$ cat src/hw/rtl/assert_macros.svh
// ---------------------------------------------------------------------------
// Assertion macros
// Concurrent assertion wrappers shared by the averager RTL. They compile to
// nothing when SYNTHESIS is defined.
// ---------------------------------------------------------------------------
`ifndef ASSERT_MACROS_SVH
`define ASSERT_MACROS_SVH

`ifndef SYNTHESIS
// The property must hold at every rising edge outside reset.
`define ASSERT_PROP(lbl, clk, rstn, prop, msg) \
	lbl: assert property (@(posedge clk) disable iff (!rstn) prop) else $error(msg);
// The expression must never be true at a rising edge outside reset.
`define ASSERT_NEVER(lbl, clk, rstn, expr, msg) \
	lbl: assert property (@(posedge clk) disable iff (!rstn) !(expr)) else $error(msg);
`else
`define ASSERT_PROP(lbl, clk, rstn, prop, msg)
`define ASSERT_NEVER(lbl, clk, rstn, expr, msg)
`endif

`endif

$ cat src/hw/rtl/mba_pkg.sv
// ---------------------------------------------------------------------------
// Block averager package
// Field widths, default sizes and the word types of the averager.
// ---------------------------------------------------------------------------
`timescale 1ns / 1ps
`default_nettype none

package mba_pkg;

	localparam int CHANNELS_DEF    = 18;
	localparam int BLOCK_LOG2_DEF  = 5;
	localparam int SAMPLE_BITS_DEF = 12;

	localparam int CHAN_W   = 5;
	localparam int SAMPLE_W = 12;
	localparam int AVG_W    = 12;
	// Channel counts run up to 32, so they need one bit more than an index.
	localparam int CH_CNT_W = CHAN_W + 1;

	localparam logic [CHAN_W-1:0] CHANNELS_USED_RST = CHAN_W'(18);

	typedef struct packed {
		logic [CHAN_W-1:0]   channel;
		logic [SAMPLE_W-1:0] sample;
	} in_word_t;

	typedef struct packed {
		logic [CHAN_W-1:0] out_channel;
		logic [AVG_W-1:0]  average;
	} out_word_t;

	typedef struct packed {
		logic      emit;
		out_word_t word;
	} mba_step_t;

endpackage

`default_nettype wire

$ cat src/hw/rtl/multichannel_block_averager_top.sv
// ---------------------------------------------------------------------------
// Multichannel block averager
// Per-channel boxcar average over a block of 2^BLOCK_LOG2 scan frames.
// ---------------------------------------------------------------------------
// Each input word carries one converter sample and its scan position. The
// sample is added to that channel's accumulator; a scan frame ends on the
// sample of the last channel in use, and every 2^BLOCK_LOG2 frames form a
// block. During the final frame of a block each channel's sample completes
// its sum, the block sends that sum shifted right by BLOCK_LOG2 as the
// channel's average and clears the accumulator. Samples on a channel at or
// beyond the channel count are dropped without effect. One word is taken
// per clock unless input ready drops: the word sits in the input register,
// where the add, shift and accumulator write happen, and the result then
// moves into the output register, which holds it until it is taken.
// The rate is set by that single read-modify-write of the accumulator bank;
// input ready only drops while a result is held in the output register and a
// new result is waiting behind it. channels_used is written through
// cfg_we/cfg_wdata, resets to 18, reads zero as one and caps at CHANNELS,
// and is to be changed only while no words are in flight.
`timescale 1ns / 1ps
`default_nettype none
`include "assert_macros.svh"

module multichannel_block_averager_top import mba_pkg::*; #(
	parameter int CHANNELS    = CHANNELS_DEF,
	parameter int BLOCK_LOG2  = BLOCK_LOG2_DEF,
	parameter int SAMPLE_BITS = SAMPLE_BITS_DEF
) (
	input  logic              clk,
	input  logic              arst_n,
	input  logic              in_valid,
	output logic              in_ready,
	input  in_word_t          in_data,
	output logic              out_valid,
	input  logic              out_ready,
	output out_word_t         out_data,
	input  logic              cfg_we,
	input  logic [CHAN_W-1:0] cfg_wdata
);

	logic              valid_s1;
	in_word_t          word_s1;
	logic [CHAN_W-1:0] channels_used_q;
	mba_step_t         step;
	logic              out_can_take;
	logic              advance;

	// The input stage moves on when its word yields no result or the output
	// register has room; an ignored or non-final-frame sample never waits.
	assign advance  = valid_s1 && (!step.emit || out_can_take);
	assign in_ready = !valid_s1 || advance;

	always_ff @(posedge clk or negedge arst_n) begin
		if (!arst_n) begin
			valid_s1 <= 1'b0;
		end else if (in_ready) begin
			valid_s1 <= in_valid;
		end
	end

	always_ff @(posedge clk) begin
		if (in_ready && in_valid) begin
			word_s1 <= in_data;
		end
	end

	always_ff @(posedge clk or negedge arst_n) begin
		if (!arst_n) begin
			channels_used_q <= CHANNELS_USED_RST;
		end else if (cfg_we) begin
			channels_used_q <= cfg_wdata;
		end
	end

	mba_accum #(
		.CHANNELS    (CHANNELS),
		.BLOCK_LOG2  (BLOCK_LOG2),
		.SAMPLE_BITS (SAMPLE_BITS)
	) u_accum (
		.clk           (clk),
		.arst_n        (arst_n),
		.fire          (advance),
		.word          (word_s1),
		.channels_used (channels_used_q),
		.step          (step)
	);

	mba_out_stage u_out (
		.clk       (clk),
		.arst_n    (arst_n),
		.load      (advance && step.emit),
		.load_word (step.word),
		.out_ready (out_ready),
		.out_valid (out_valid),
		.out_data  (out_data),
		.can_take  (out_can_take)
	);

	`ASSERT_PROP(a_stall_only_on_result, clk, arst_n, (valid_s1 && !advance) |-> (step.emit && out_valid && !out_ready), "input stage stalled without a blocked result")

endmodule

`default_nettype wire

$ cat src/hw/rtl/mba_accum.sv
// ---------------------------------------------------------------------------
// Block averager accumulator bank
// Per-channel sums, frame counter and the combinational add and shift.
// ---------------------------------------------------------------------------
`timescale 1ns / 1ps
`default_nettype none
`include "assert_macros.svh"

module mba_accum import mba_pkg::*; #(
	parameter int CHANNELS    = CHANNELS_DEF,
	parameter int BLOCK_LOG2  = BLOCK_LOG2_DEF,
	parameter int SAMPLE_BITS = SAMPLE_BITS_DEF
) (
	input  logic              clk,
	input  logic              arst_n,
	input  logic              fire,
	input  in_word_t          word,
	input  logic [CHAN_W-1:0] channels_used,
	output mba_step_t         step
);

	localparam int SUM_W = SAMPLE_BITS + BLOCK_LOG2;
	localparam int IDX_W = (CHANNELS > 1) ? $clog2(CHANNELS) : 1;

	logic [SUM_W-1:0]                sums_q [CHANNELS];
	logic [BLOCK_LOG2-1:0]           frame_count_q;
	logic [CH_CNT_W-1:0]             n_eff;
	logic [CH_CNT_W-1:0]             ch_ext;
	logic                            hit;
	logic                            last_chan;
	logic                            last_frame;
	logic [IDX_W-1:0]                idx;
	logic [SUM_W-1:0]                acc_old;
	logic [SAMPLE_BITS+SAMPLE_W-1:0] smp_wide;
	logic [SAMPLE_BITS-1:0]          smp;
	logic [SUM_W-1:0]                sum;
	logic [SUM_W+AVG_W-1:0]          sum_shifted;

	// A register value of zero acts as one channel, any value above the bank as all.
	always_comb begin
		priority if (channels_used == '0) begin
			n_eff = CH_CNT_W'(1);
		end else if (CH_CNT_W'(channels_used) > CH_CNT_W'(CHANNELS)) begin
			n_eff = CH_CNT_W'(CHANNELS);
		end else begin
			n_eff = CH_CNT_W'(channels_used);
		end
	end

	assign ch_ext     = CH_CNT_W'(word.channel);
	assign hit        = ch_ext < n_eff;
	assign last_chan  = ch_ext == (n_eff - CH_CNT_W'(1));
	assign last_frame = &frame_count_q;
	assign idx        = word.channel[IDX_W-1:0];
	assign acc_old    = hit ? sums_q[idx] : '0;

	assign smp_wide    = {SAMPLE_BITS'(0), word.sample};
	assign smp         = smp_wide[SAMPLE_BITS-1:0];
	assign sum         = acc_old + SUM_W'(smp);
	assign sum_shifted = {AVG_W'(0), sum} >> BLOCK_LOG2;

	assign step.emit             = hit && last_frame;
	assign step.word.out_channel = word.channel;
	assign step.word.average     = sum_shifted[AVG_W-1:0];

	always_ff @(posedge clk or negedge arst_n) begin
		if (!arst_n) begin
			for (int i = 0; i < CHANNELS; i++) begin
				sums_q[i] <= '0;
			end
		end else if (fire && hit) begin
			sums_q[idx] <= last_frame ? '0 : sum;
		end
	end

	always_ff @(posedge clk or negedge arst_n) begin
		if (!arst_n) begin
			frame_count_q <= '0;
		end else if (fire && hit && last_chan) begin
			frame_count_q <= frame_count_q + BLOCK_LOG2'(1);
		end
	end

	`ASSERT_PROP(a_emit_clears_sum, clk, arst_n, (fire && step.emit) |=> (sums_q[$past(idx)] == '0), "accumulator not cleared after its average was sent")
	`ASSERT_PROP(a_frame_holds, clk, arst_n, !fire |=> $stable(frame_count_q), "frame counter moved without an accepted sample")

endmodule

`default_nettype wire

$ cat src/hw/rtl/mba_out_stage.sv
// ---------------------------------------------------------------------------
// Block averager output register
// Holds one result word until the downstream side takes it.
// ---------------------------------------------------------------------------
`timescale 1ns / 1ps
`default_nettype none
`include "assert_macros.svh"

module mba_out_stage import mba_pkg::*; (
	input  logic      clk,
	input  logic      arst_n,
	input  logic      load,
	input  out_word_t load_word,
	input  logic      out_ready,
	output logic      out_valid,
	output out_word_t out_data,
	output logic      can_take
);

	logic      valid_q;
	out_word_t data_q;

	// The register frees up in the same cycle its word is taken.
	assign can_take  = !valid_q || out_ready;
	assign out_valid = valid_q;
	assign out_data  = data_q;

	always_ff @(posedge clk or negedge arst_n) begin
		if (!arst_n) begin
			valid_q <= 1'b0;
		end else if (load) begin
			valid_q <= 1'b1;
		end else if (out_ready) begin
			valid_q <= 1'b0;
		end
	end

	always_ff @(posedge clk) begin
		if (load) begin
			data_q <= load_word;
		end
	end

	`ASSERT_NEVER(a_no_overwrite, clk, arst_n, valid_q && !out_ready && load, "held result word overwritten")

endmodule

`default_nettype wire

$ cat config.mk
export PLATFORM = sky130hd
export DESIGN_NAME = multichannel_block_averager_top
export DESIGN_NICKNAME = d
export VERILOG_FILES = /design/src/hw/rtl/mba_pkg.sv /design/src/hw/rtl/multichannel_block_averager_top.sv /design/src/hw/rtl/mba_accum.sv /design/src/hw/rtl/mba_out_stage.sv
export VERILOG_INCLUDE_DIRS = /design/src /design/src/hw/rtl
export SDC_FILE = /design/constraint.sdc
export NUM_CORES = 1
export LEC_CHECK = 0
export BUFFER_PORTS_ARGS = -buffer_cell sky130_fd_sc_hd__buf_2
export CORE_UTILIZATION = 34
export DETAILED_ROUTE_END_ITERATION = 10
export REMOVE_ABC_BUFFERS = 1
export SLEW_MARGIN = 20
export SYNTH_ARGS = -nofsm -noshare
export SYNTH_HDL_FRONTEND = slang
export SYNTH_SLANG_ARGS = --single-unit
$ cat constraint.sdc
create_clock -name clk -period 8.9 [get_ports clk]
set_input_delay 0 -clock clk [delete_from_list [all_inputs] [get_ports clk]]
set_output_delay 0 -clock clk [all_outputs]
set_load 0.03 [all_outputs]
==> results_tabular.tex, run 1 <==
\begin{tabular}{lr}
\hline
Metric & Value \\
\hline
\multicolumn{2}{l}{\textbf{Worst setup path}} \\
Reg2reg setup slack & 3.41 ns \\
Required @ worst endpoint & 9.19 ns \\
Slowest CP cell & sky130\_fd\_sc\_hd\_\_and2\_1 \\
Cell mode on critical path & sky130\_fd\_sc\_hd\_\_o211ai\_1 \\
Largest fanout on the critical path & 19 \\
Largest stage delay on the critical path & 0.72 ns \\
Cell chain of the critical path & or2\_2, a21oi\_1, ha\_1, nor2b\_1, o2111ai\_1, and2\_1, o211ai\_1, a21oi\_1, ha\_1, fa\_1, a211oi\_1, o211ai\_1, nand2\_1, o211ai\_1, nand4\_4, xnor2\_4, inv\_1 \\
Cell family with most CP delay & compound AO/OA/AOI/OAI gates \\
Kind of end point of the critical path & flip-flop \\
Type of the worst setup path & flip-flop to flip-flop \\
Crit start category & flip-flop \\
Number of buffers and inverters on the critical path & 1 \\
WP data arrival & roughly 5.8 ns \\
\multicolumn{2}{l}{\textbf{STA}} \\
Final critical delay including setup and external delays & 5.49 ns \\
Final count of hold timing violations & 0 \\
Post-route fraction of the period consumed by the critical path & 61.7\% \\
Setup violators final & 0 \\
Worst Max-Slew Pin Slew & about 0.83 ns \\
Unrepaired setup endpoints after global routing & no \\
Accumulated negative setup slack & 0 ns \\
Maximum frequency from static timing analysis & 0.182 GHz \\
Final critical-path setup slack & 3.41 ns \\
Final Max Slew Viols & 0 \\
Remaining max-slew budget at the tightest pin & 44.4\% \\
Setup skew after layout & 0.0301 ns \\
\multicolumn{2}{l}{\textbf{Die}} \\
X dimension of the die & 220 µm \\
\# IOs & 46 \\
Effective utilization at floorplan & between 30\% and 40\% \\
Die Area & about 0.048 mm² \\
Chip Height & $\sim$220 µm \\
Core Area & roughly 0.047 mm² \\
Row cnt & 79 \\
\multicolumn{2}{l}{\textbf{Route}} \\
Iteration-0 DRC Markers & 949 \\
Aggregate routed wire length & 42.6 mm \\
Wirelength per Cell & between 15 and 20 µm \\
Drt pass-1 iters & 8 \\
Number of DRC violations after detailed routing & 6 \\
Residual antenna-violating net count after detailed routing & 0 \\
Total via count in the routed design & 11400 \\
Routed via count divided by cell count & 5.32 \\
\multicolumn{2}{l}{\textbf{Power}} \\
Switching portion of total power & between 20\% and 30\% \\
Worst VDD drop & 0.138 mV \\
Leakage component of the power & between 8 and 9 nW \\
Total Power Consumption & a little under 5 mW \\
Int Power & 3.42 mW \\
Power density over the cells & 259 mW/mm² \\
Clock Power Share & 35.5\% \\
Total net switching power & 1.42 mW \\
Logic gate share of total power & about a fifth \\
Part of the power in registers & 45.4\% \\
\multicolumn{2}{l}{\textbf{Synth}} \\
Cell count after synthesis & 1462 \\
Proportion of synthesized flip-flops having asynchronous set or reset & about 90\% \\
Synth Flop Type & sky130\_fd\_sc\_hd\_\_dfrtp\_1 \\
Post-synth design cell area & $\sim$0.016 mm² \\
Synth top area share & 49.0\% \\
Post-synthesis sequential area ratio & 55.6\% \\
Number of enable-type register cells in the synthesized netlist & 34 \\
Biggest area contributors in the synthesized netlist & sky130\_fd\_sc\_hd\_\_dfrtp\_1 49\%, sky130\_fd\_sc\_hd\_\_mux4\_2 9.3\%, sky130\_fd\_sc\_hd\_\_o21ai\_0 8.8\% \\
Mapped Avg Cell Area & about 11 µm² \\
Post-synth top area cell & sky130\_fd\_sc\_hd\_\_dfrtp\_1 \\
Seq cells post-synth & 352 \\
Synth Warn \# & 0 \\
Number of different library cells in the post-synthesis netlist & 63 \\
\multicolumn{2}{l}{\textbf{Clock network}} \\
Number of buffers added for setup after CTS & 0 \\
CTS HTree Levels & 2 \\
Source-to-sink clock delay at the later pin of the worst-skew pair & 0.58 ns \\
Sink Count & about 350 \\
Resize count post-CTS & 0 \\
CTS max path bufs & 3 \\
Hold-fix buffers, CTS & 32 \\
CTS buffer count & 39 \\
TritonCTS clock tree & done \\
Clock transition time at the flip-flop clock pins of the worst setup and hold paths & 0.06 ns \\
Root buffer selected by CTS & sky130\_fd\_sc\_hd\_\_clkbuf\_16 \\
\multicolumn{2}{l}{\textbf{Placed design}} \\
RD Place Congestion & around 0.84 \\
Half-perimeter wire length of the detailed placement result & 25.8 mm \\
Pre-CTS setup slack & 3.47 ns \\
Number of buffer cells added on primary ports & 45 \\
\# placed instances & around 2000 \\
\multicolumn{2}{l}{\textbf{GRT}} \\
Most congested layer reported by global routing & met2 \\
Congestion Overflow GR & 0 \\
Pin count of the biggest net entering global routing & 184 \\
Met2 track demand over resource & 28.7\% \\
Number of global-route vias before repair & 11300 \\
Number of antenna violations at the first check in global routing & 2 \\
Met1 track utilization from global routing & between 20\% and 30\% \\
Met3 track demand over resource & 4.04\% \\
Total routing usage reported by global routing & 18.2\% \\
First-pass GRT wire length & 66.8 mm \\
\multicolumn{2}{l}{\textbf{Status}} \\
Outcome & finished with violations \\
Violations in the final reports & design-rule violations \\
\multicolumn{2}{l}{\textbf{Final layout}} \\
Fraction of final layout cells sized beyond drive strength 1 & 16.2\% \\
Footprint of the multi-input gates & 0.00663 mm² \\
Count of inserted antenna diode cells & 0 \\
Total Nets Final & around 1600 \\
Layout filler cell count & 4436 \\
Number of cells in the finished layout apart from fillers & $\sim$2100 \\
FF+latch area & 0.00898 mm² \\
Utilization of the core after routing & 40.0\% \\
Synthesis-to-finish area growth & 15.7\% \\
\multicolumn{2}{l}{\textbf{Job}} \\
Max cap viols & 0 \\
\multicolumn{2}{l}{\textbf{Hold path}} \\
Worst min path class & input pin to flip-flop \\
\hline
\end{tabular}
-- worst paths after layout --
path                                           from                        to  cells after the start
setup / recovery                 channels_used_q[3]        u_out.out_data[11]                     17
hold / removal                          in_data[14]               word_s1[14]                      2
setup reg to reg                 channels_used_q[3]        u_out.out_data[11]                     17
hold reg to reg            u_accum.frame_count_q[3]  u_accum.frame_count_q[3]                      1
max in group asynchronous                    arst_n       u_accum.sums_q[183]                      5
min in group asynchronous                    arst_n       u_accum.sums_q[159]                      3
-- registers in the layout (all words and copies together), names as in the netlist --
name	cells
word_s1	17
u_out.out_data	17
channels_used_q	5
u_accum.sums_q	306
u_accum.frame_count_q	5
u_out.out_valid	1
valid_s1	1
-- layout make-up --
type,instances,share of cell area [%]
Timing Repair Buffer,106,4.59
Multi-Input combinational cell,981,35.5
Sequential cell,352,48.0
Clock inverter,16,1.20
Clock buffer,55,6.19
Inverter,23,0.462
Tap cell,607,4.06
-- worst reg2reg max path, stage by stage (launching register included) --
cell and delay (ns):
sky130_fd_sc_hd__dfrtp_1 0.41, sky130_fd_sc_hd__or2_2 0.31, sky130_fd_sc_hd__a21oi_1 0.29, sky130_fd_sc_hd__ha_1 0.29, sky130_fd_sc_hd__nor2b_1 0.12, sky130_fd_sc_hd__o2111ai_1 0.29, sky130_fd_sc_hd__and2_1 0.72, sky130_fd_sc_hd__o211ai_1 0.19
sky130_fd_sc_hd__a21oi_1 0.17, sky130_fd_sc_hd__ha_1 0.23, sky130_fd_sc_hd__fa_1 0.24, sky130_fd_sc_hd__a211oi_1 0.11, sky130_fd_sc_hd__o211ai_1 0.26, sky130_fd_sc_hd__nand2_1 0.13, sky130_fd_sc_hd__o211ai_1 0.56, sky130_fd_sc_hd__nand4_4 0.20
sky130_fd_sc_hd__xnor2_4 0.61, sky130_fd_sc_hd__inv_1 0.09
-- routing by layer --
metal,routed length (µm),up-vias,part of all wire [%]
li1,-,5251,-
met4,1030,0,2.4
met2,19600,351,46
met3,2910,72,6.8
met1,19000,5705,45
met5,0,-,0
-- logic make-up after synthesis --
group / synth area share, %
DFF: 55.6
AOI/OAI and AO/OA: 13.8
muxes: 13.1
xor gates and xnor gates: 1.36
adders and majority gates: 1.73
and+or+nand+nor: 10.9
buffers and inverters: 3.48
-- power groups by stage --
stage | combinational [mW] | clock [mW] | sequential, mW
3_5_place_dp | 0.907 | 0 | 2.22
2_1_floorplan | 0.635 | 0 | 2.18
6_report | 0.925 | 1.72 | 2.20
5_1_grt | 1.05 | 1.82 | 2.24
3_3_place_gp | 0.872 | 0 | 2.20
4_1_cts | 0.925 | 1.75 | 2.20
-- synth_stat cells (all sizes together) (2+ instances only) --
master,count
nand2,336
nand4,10
or2,4
nand3,13
inv,22
and2,2
o21a,3
a211oi,5
xnor2,16
mux2,6
ha,20
a21oi,29
nand3b,4
dfstp,2
a31oi,4
nor2b,5
o21ai,296
o211ai,15
xor2,6
and3,6
a31o,2
or3,5
mux2i,49
nand2b,2
buf,25
nor3,7
mux4,69
o31ai,26
nor2,23
a21o,3
dfrtp,316
edfxtp,34
clkbuf,81
-- cells in the final DEF, fill, tap and decap left out, types with 9 or more instances in the layout --
master / n
sky130_fd_sc_hd__mux4_2: 67
sky130_fd_sc_hd__o21ai_1: 12
sky130_fd_sc_hd__xnor2_1: 15
sky130_fd_sc_hd__o31ai_2: 9
sky130_fd_sc_hd__inv_1: 22
sky130_fd_sc_hd__edfxtp_1: 34
sky130_fd_sc_hd__nor2_1: 22
sky130_fd_sc_hd__nand2_1: 334
sky130_fd_sc_hd__nand3_1: 11
sky130_fd_sc_hd__buf_2: 44
sky130_fd_sc_hd__dlygate4sd3_1: 33
sky130_fd_sc_hd__nand4_1: 9
sky130_fd_sc_hd__o21ai_0: 283
sky130_fd_sc_hd__buf_4: 22
sky130_fd_sc_hd__ha_1: 20
sky130_fd_sc_hd__mux2i_1: 48
sky130_fd_sc_hd__clkbuf_8: 12
sky130_fd_sc_hd__dfrtp_1: 316
sky130_fd_sc_hd__a21oi_1: 28
sky130_fd_sc_hd__o211ai_1: 15
sky130_fd_sc_hd__o31ai_1: 17
sky130_fd_sc_hd__clkbuf_16: 39
-- through the flow --
| stage | hold slack, ns | cell area (µm²) |
|---|---|---|
| 5_1_grt | 0.125 | 18700 |
| 2_1_floorplan | -0.296 | 15700 |
| 3_5_place_dp | 0.178 | 16900 |
| 6_report | 0.137 | 18700 |
| 4_1_cts | 0.123 | 18600 |
| 3_3_place_gp | 0.180 | 16900 |
Power figures use the tool's default switching activity.
==> run 2, diff against run 1 <==
clock period = 5.6 ns   (was 8.9 ns; I/O delays follow)
==> run 2 against run 1 <==
- the run still ends with design-rule violations left
- power up 58%
- cell count is essentially flat
- via count shrank 0.69%
- largest cell class unchanged
- register-to-register slack worse by 3.1 ns
- largest power group unchanged
- combinational power up 58%
- first-iteration DRC count increased by 5.6%
- sequential share of layout area up 0.29 points
- sequential power up 59%
- non-clock buffer count decreased by 3
- flip-flop and latch count unchanged
==> results_tabular.tex, run 2 (same netlist as run 1, synthesis figures left out) <==
\begin{tabular}{lr}
\hline
Metric & Value \\
\hline
\multicolumn{2}{l}{\textbf{Status}} \\
Outcome & finished with violations \\
Violations in the final reports & design-rule violations \\
\multicolumn{2}{l}{\textbf{Final layout}} \\
Number of cells in the finished layout apart from fillers & 2139 \\
Max reg flops & between 300 and 400 \\
Leading cell type in the layout, fill and taps excluded & sky130\_fd\_sc\_hd\_\_nand2\_1 \\
FF+latch area & 0.00898 mm² \\
Most frequent cells in the layout & 334 x sky130\_fd\_sc\_hd\_\_nand2\_1, 316 x sky130\_fd\_sc\_hd\_\_dfrtp\_1, 283 x sky130\_fd\_sc\_hd\_\_o21ai\_0 \\
Footprint of the multi-input gates & approximately 0.0066 mm² \\
Post-Layout Inst Area & around 0.019 mm² \\
Largest Register & u\_accum.sums\_q \\
Count of inserted antenna diode cells & 0 \\
Total Nets Final & 1549 \\
Fraction of final layout cells sized beyond drive strength 1 & 16.3\% \\
Synthesis-to-finish area growth & 15.0\% \\
Layout filler cell count & 4512 \\
\multicolumn{2}{l}{\textbf{Die}} \\
Core Area & 0.0468 mm² \\
Chip Height & around 220 µm \\
Die Area & 0.0484 mm² \\
Effective utilization at floorplan & between 30\% and 40\% \\
X dimension of the die & about 220 µm \\
Row cnt & 79 \\
\# IOs & 46 \\
\multicolumn{2}{l}{\textbf{STA}} \\
Post-route fraction of the period consumed by the critical path & 94.0\% \\
Remaining max-slew budget at the tightest pin & 29.3\% \\
Worst Max-Slew Pin Slew & 1.06 ns \\
Maximum frequency from static timing analysis & 0.190 GHz \\
Accumulated negative setup slack & 0 ns \\
Unrepaired setup endpoints after global routing & no \\
Final critical delay including setup and external delays & around 5.3 ns \\
Final Max Slew Viols & 0 \\
Setup skew after layout & 0.0262 ns \\
Final critical-path setup slack & 0.337 ns \\
Final count of hold timing violations & 0 \\
Setup violators final & 0 \\
\multicolumn{2}{l}{\textbf{Clock network}} \\
Resize count post-CTS & 0 \\
CTS max path bufs & 3 \\
Sink Count & 352 \\
CTS HTree Levels & 2 \\
CTS buffer count & 40 \\
Source-to-sink clock delay at the later pin of the worst-skew pair & 0.56 ns \\
Root buffer selected by CTS & sky130\_fd\_sc\_hd\_\_clkbuf\_16 \\
Number of buffers added for setup after CTS & 0 \\
Clock transition time at the flip-flop clock pins of the worst setup and hold paths & around 0.060 ns \\
TritonCTS clock tree & done \\
Hold-fix buffers, CTS & 27 \\
\multicolumn{2}{l}{\textbf{Worst setup path}} \\
Cell chain of the critical path & or2\_2, a21oi\_1, ha\_1, nor2b\_1, o2111ai\_1, and2\_1, o211ai\_1, a21oi\_1, ha\_1, fa\_1, a211oi\_1, o211ai\_1, nand2\_1, o211ai\_1, nand4\_4, xnor2\_4, inv\_1 \\
Largest fanout on the critical path & 19 \\
Cell mode on critical path & sky130\_fd\_sc\_hd\_\_o211ai\_1 \\
Required @ worst endpoint & 5.87 ns \\
Crit start category & flip-flop \\
Kind of end point of the critical path & flip-flop \\
Type of the worst setup path & flip-flop to flip-flop \\
WP data arrival & 5.54 ns \\
Slowest CP cell & sky130\_fd\_sc\_hd\_\_xnor2\_4 \\
Largest stage delay on the critical path & 0.71 ns \\
\multicolumn{2}{l}{\textbf{Route}} \\
Aggregate routed wire length & between 40 and 50 mm \\
Total via count in the routed design & 11300 \\
Drt pass-1 iters & 9 \\
Iteration-0 DRC Markers & $\sim$1000 \\
Routed via count divided by cell count & 5.28 \\
Number of DRC violations after detailed routing & 6 \\
Residual antenna-violating net count after detailed routing & 0 \\
Wirelength per Cell & $\sim$20 µm \\
\multicolumn{2}{l}{\textbf{GRT}} \\
Number of global-route vias before repair & about 11000 \\
Number of antenna violations at the first check in global routing & 1 \\
Congestion Overflow GR & 0 \\
Total routing usage reported by global routing & 18.4\% \\
Pin count of the biggest net entering global routing & $\sim$110 \\
First-pass GRT wire length & 67.5 mm \\
\multicolumn{2}{l}{\textbf{Power}} \\
Worst VDD drop & between 0.15 and 0.2 mV \\
Power density over the cells & 412 mW/mm² \\
Leakage component of the power & 8.21 nW \\
Total Power Consumption & 7.65 mW \\
\multicolumn{2}{l}{\textbf{Job}} \\
Max cap viols & 0 \\
\multicolumn{2}{l}{\textbf{Hold path}} \\
Worst min path class & input pin to asynchronous set/reset pin \\
\multicolumn{2}{l}{\textbf{Placed design}} \\
\# placed instances & 2039 \\
RD Place Congestion & 0.853 \\
Pre-CTS setup slack & 0.367 ns \\
Number of buffer cells added on primary ports & 45 \\
Half-perimeter wire length of the detailed placement result & between 20 and 30 mm \\
Cell area after placement & 0.0169 mm² \\
\hline
\end{tabular}
==> run 2: cell types whose count changed in the layout (fill, tap and decap cells not counted), sizes merged <==
cell | before | now
bufinv | 4 | 2
buf | 73 | 76
clkinv | 10 | 8
inv | 23 | 25
dlygate4sd3 | 33 | 27
clkbuf | 55 | 59
==> run 2: area by class of cell <==
cell class	instances	area share, %
sequential	352	48.3
multi-input combinational	981	35.6
clock buffer	59	6.54
timing repair buffer	103	4.11
tap	607	4.09
clock inverter	14	0.842
inverter	23	0.465
==> run 2: final timing paths <==
| kind | startpoint | to | slack, ns | cells past startpoint |
|---|---|---|---|---|
| min in group clk | in_data[7] | word_s1[7] | 0.16 | 2 |
| hold / removal | arst_n | u_accum.sums_q[74] | 0.1 | 2 |
| hold reg to reg | u_accum.sums_q[66] | u_accum.sums_q[66] | 0.47 | 2 |
| setup reg to reg | channels_used_q[3] | u_out.out_data[11] | 0.34 | 17 |
| setup / recovery | channels_used_q[3] | u_out.out_data[11] | 0.34 | 17 |
| max in group asynchronous | arst_n | u_accum.sums_q[268] | 4.01 | 3 |
==> run 2: metal layers <==
layer | vias to the layer above | global-route usage [%] | part of all wire, % | wire, µm
li1 | 5248 | - | - | -
met1 | 5672 | 26.4 | 46 | 19800
met2 | 315 | 28.7 | 46 | 19500
met3 | 66 | 2.86 | 5.9 | 2540
met4 | 0 | 5.52 | 2.4 | 1020
met5 | - | 0 | 0 | 0
==> run 2: power by group <==
part	internal, mW	total (mW)	leakage [nW]	switching [mW]
registers	3.18	3.49	4.53	0.310
logic	0.618	1.46	3.00	0.845
clock network	1.61	2.70	0.675	1.09
total	5.41	7.65	8.21	2.24
==> run 2: stage by stage <==
step / hold slack [ns] / utilization (%)
finish: 0.0969 / 39.7
global route: 0.156 / 39.7
CTS: 0.138 / 39.7
detailed placement: 0.133 / 36.2
global placement: 0.118 / 36.2
floorplan: -0.296 / -
==> run 2: worst max-delay path, delay by kind of cell, from the launching register on <==
family / cells / cell delay [ns]
AO/OA/AOI/OAI: 7 / 1.70
XOR/XNOR: 1 / 0.71
adder cells (fa/ha/maj): 3 / 0.76
buffers and inverters: 1 / 0.11
flip-flops: 1 / 0.40
AND/OR/NAND/NOR: 5 / 1.27
==> run 3, diff against run 2 <==
clock period = 4.85 ns   (was 5.6 ns; I/O delays follow)
==> run 3 against run 2 <==
- clock power up 11%
- first-iteration DRC count is the same
- utilization rose by 0.62 points
- clock skew decreased by 0.010 ns
- sequential power increased by 15%
- non-clock buffer count rose by 25
- register-to-register slack got worse by 0.02 ns
- clock-buffer cell count grew 4
- the run still ends with design-rule violations left
- sequential share of layout area shrank 0.75 points
- via count grew 0.63%
- flip-flop and latch count did not move
- hold slack worse by 0.0012 ns
==> results_tabular.tex, run 3 (same netlist as run 1, synthesis figures left out) <==
\begin{tabular}{lr}
\hline
Metric & Value \\
\hline
\multicolumn{2}{l}{\textbf{Route}} \\
Number of DRC violations after detailed routing & 6 \\
Drt pass-1 iters & 8 \\
Iteration-0 DRC Markers & roughly 1000 \\
Routed via count divided by cell count & 5.25 \\
Length of routed met3 wiring & 2.54 mm \\
WL met2 & a little under 20 mm \\
Total via count in the routed design & 11400 \\
Top routing layer in use & met4 \\
Routed met1 length & 20.3 mm \\
Wirelength per Cell & 20.1 µm \\
Aggregate routed wire length & 43.5 mm \\
Residual antenna-violating net count after detailed routing & 0 \\
\multicolumn{2}{l}{\textbf{Clock network}} \\
Sink Count & 352 \\
CTS max path bufs & 3 \\
Source-to-sink clock delay at the later pin of the worst-skew pair & 0.54 ns \\
Root buffer selected by CTS & sky130\_fd\_sc\_hd\_\_clkbuf\_16 \\
CTS buffer count & 40 \\
Clock transition time at the flip-flop clock pins of the worst setup and hold paths & 0.06 ns \\
TritonCTS clock tree & done \\
CTS HTree Levels & 2 \\
\multicolumn{2}{l}{\textbf{GRT}} \\
Congestion Overflow GR & 0 \\
Total routing usage reported by global routing & 18.6\% \\
Number of antenna violations at the first check in global routing & 0 \\
First-pass GRT wire length & 68.5 mm \\
Number of global-route vias before repair & 11600 \\
Pin count of the biggest net entering global routing & 137 \\
\multicolumn{2}{l}{\textbf{Power}} \\
Clock Power Share & about 34\% \\
Worst VDD drop & between 0.2 and 0.25 mV \\
Power density over the cells & 467 mW/mm² \\
Int Power & 6.23 mW \\
Leakage component of the power & 8.35 nW \\
Total net switching power & 2.58 mW \\
Total Power Consumption & 8.81 mW \\
Part of the power in registers & 45.8\% \\
Logic gate share of total power & 20.1\% \\
Switching portion of total power & 29.2\% \\
\multicolumn{2}{l}{\textbf{Worst setup path}} \\
Largest fanout on the critical path & 5 \\
Crit start category & flip-flop \\
Required @ worst endpoint & 5.25 ns \\
Type of the worst setup path & flip-flop to flip-flop \\
Kind of end point of the critical path & flip-flop \\
WP data arrival & 4.94 ns \\
\multicolumn{2}{l}{\textbf{Die}} \\
Effective utilization at floorplan & 34.6\% \\
Row cnt & 79 \\
X dimension of the die & roughly 220 µm \\
Chip Height & 220 µm \\
\# IOs & 46 \\
Die Area & 0.0484 mm² \\
Core Area & 0.0468 mm² \\
\multicolumn{2}{l}{\textbf{Placed design}} \\
RD Place Congestion & 0.898 \\
\# placed instances & 2058 \\
Number of buffer cells added on primary ports & 45 \\
Half-perimeter wire length of the detailed placement result & 27.7 mm \\
\multicolumn{2}{l}{\textbf{STA}} \\
Setup violators final & 0 \\
Final count of hold timing violations & 0 \\
Remaining max-slew budget at the tightest pin & between 40\% and 50\% \\
Accumulated negative setup slack & 0 ns \\
Final Max Slew Viols & 0 \\
Unrepaired setup endpoints after global routing & no \\
Maximum frequency from static timing analysis & 0.221 GHz \\
Setup skew after layout & 0.0160 ns \\
Post-route fraction of the period consumed by the critical path & between 90\% and 100\% \\
Min Hold Slack & 0.0957 ns \\
Worst Max-Slew Pin Slew & between 0.8 and 0.9 ns \\
Final critical delay including setup and external delays & 4.54 ns \\
\multicolumn{2}{l}{\textbf{Hold path}} \\
Worst min path class & input pin to asynchronous set/reset pin \\
\multicolumn{2}{l}{\textbf{Status}} \\
Violations in the final reports & design-rule violations \\
Outcome & finished with violations \\
\multicolumn{2}{l}{\textbf{Final layout}} \\
Largest Register & u\_accum.sums\_q \\
Synthesis-to-finish area growth & 16.8\% \\
Layout filler cell count & 4461 \\
Max reg flops & slightly above 300 \\
Total Nets Final & around 1600 \\
Number of cells in the finished layout apart from fillers & approximately 2200 \\
Most frequent cells in the layout & 332 x sky130\_fd\_sc\_hd\_\_nand2\_1, 316 x sky130\_fd\_sc\_hd\_\_dfrtp\_1, 283 x sky130\_fd\_sc\_hd\_\_o21ai\_0 \\
Count of inserted antenna diode cells & 0 \\
Utilization of the core after routing & about two fifths \\
Leading cell type in the layout, fill and taps excluded & sky130\_fd\_sc\_hd\_\_nand2\_1 \\
Fraction of final layout cells sized beyond drive strength 1 & 17.4\% \\
\multicolumn{2}{l}{\textbf{Job}} \\
Max cap viols & 0 \\
\hline
\end{tabular}
[run 3: cell count changes in the layout (fill, tap and decap cells not counted), moves of 3 or more]
cell	delta
sky130_fd_sc_hd__buf_4	+17
sky130_fd_sc_hd__clkbuf_1	+5
sky130_fd_sc_hd__dlygate4sd3_1	+5
sky130_fd_sc_hd__buf_12	+3
[run 3: timing repair]
item / CTS / global route
hold endpoints to repair: 139 / 0
hold buffers: 32 / 0
setup buffers: 0 / 1
endpoints found under the setup margin: 0 / 215
gates resized for setup: 0 / 13
[run 3: worst paths after layout]
check / from / endpoint / slack, ns / cells past startpoint
max: channels_used_q[3] / u_accum.sums_q[270] / 0.31 / 17
min: arst_n / u_accum.sums_q[142] / 0.1 / 2
max reg2reg: channels_used_q[3] / u_accum.sums_q[270] / 0.31 / 17
min reg2reg: u_accum.frame_count_q[3] / u_accum.frame_count_q[3] / 0.47 / 1
max in group asynchronous: arst_n / channels_used_q[2] / 3.38 / 3
min in group clk: in_data[7] / word_s1[7] / 0.16 / 2
[run 3: routing by layer]
layer / vias to the layer above / track usage [%]
met3: 73 / 3.34
met2: 311 / 28.6
met1: 5687 / 26.6
li1: 5301 / -
met4: 0 / 5.40
met5: - / 0
[run 3: critical path: stages, from the launching register on]
cell	delay [ns]
sky130_fd_sc_hd__dfrtp_1	0.40
sky130_fd_sc_hd__or2_2	0.31
sky130_fd_sc_hd__a21oi_1	0.24
sky130_fd_sc_hd__ha_1	0.28
sky130_fd_sc_hd__nor2b_1	0.13
sky130_fd_sc_hd__o2111ai_1	0.21
sky130_fd_sc_hd__and2_4	0.26
sky130_fd_sc_hd__buf_4	0.15
sky130_fd_sc_hd__o211ai_1	0.08
sky130_fd_sc_hd__a21oi_1	0.15
sky130_fd_sc_hd__ha_1	0.25
sky130_fd_sc_hd__o21ai_0	0.17
sky130_fd_sc_hd__o211ai_1	0.39
sky130_fd_sc_hd__a32oi_2	0.23
sky130_fd_sc_hd__a2111oi_4	0.45
sky130_fd_sc_hd__nand2_4	0.20
sky130_fd_sc_hd__mux2i_2	0.35
sky130_fd_sc_hd__o21ai_0	0.15
[run 3: through the flow]
stage               worst slack [ns]  instance area [µm²]
floorplan                      -2.61                15700
global placement              0.0597                17100
detailed placement            0.0451                17100
CTS                          0.00279                18800
global route                  0.0292                18900
finish                         0.315                18900
[run 3: area by class of cell]
class                      instances  area, µm²  area share [%]
sequential                       352       8980            47.6
timing repair buffer             128       1000            5.30
tap                              607        759            4.02
multi-input combinational        983       6720            35.6
inverter                          23       86.3           0.457
clock buffer                      63       1230            6.52
clock inverter                     9       95.1           0.504
[run 3: power groups by stage]
stage / clock [mW] / combinational [mW] / sequential (mW)
floorplan: 0 / 1.16 / 4.00
global placement: 0 / 1.67 / 4.04
detailed placement: 0 / 1.72 / 4.08
CTS: 3.09 / 1.75 / 4.03
global route: 3.20 / 2.00 / 4.12
finish: 3.01 / 1.77 / 4.03
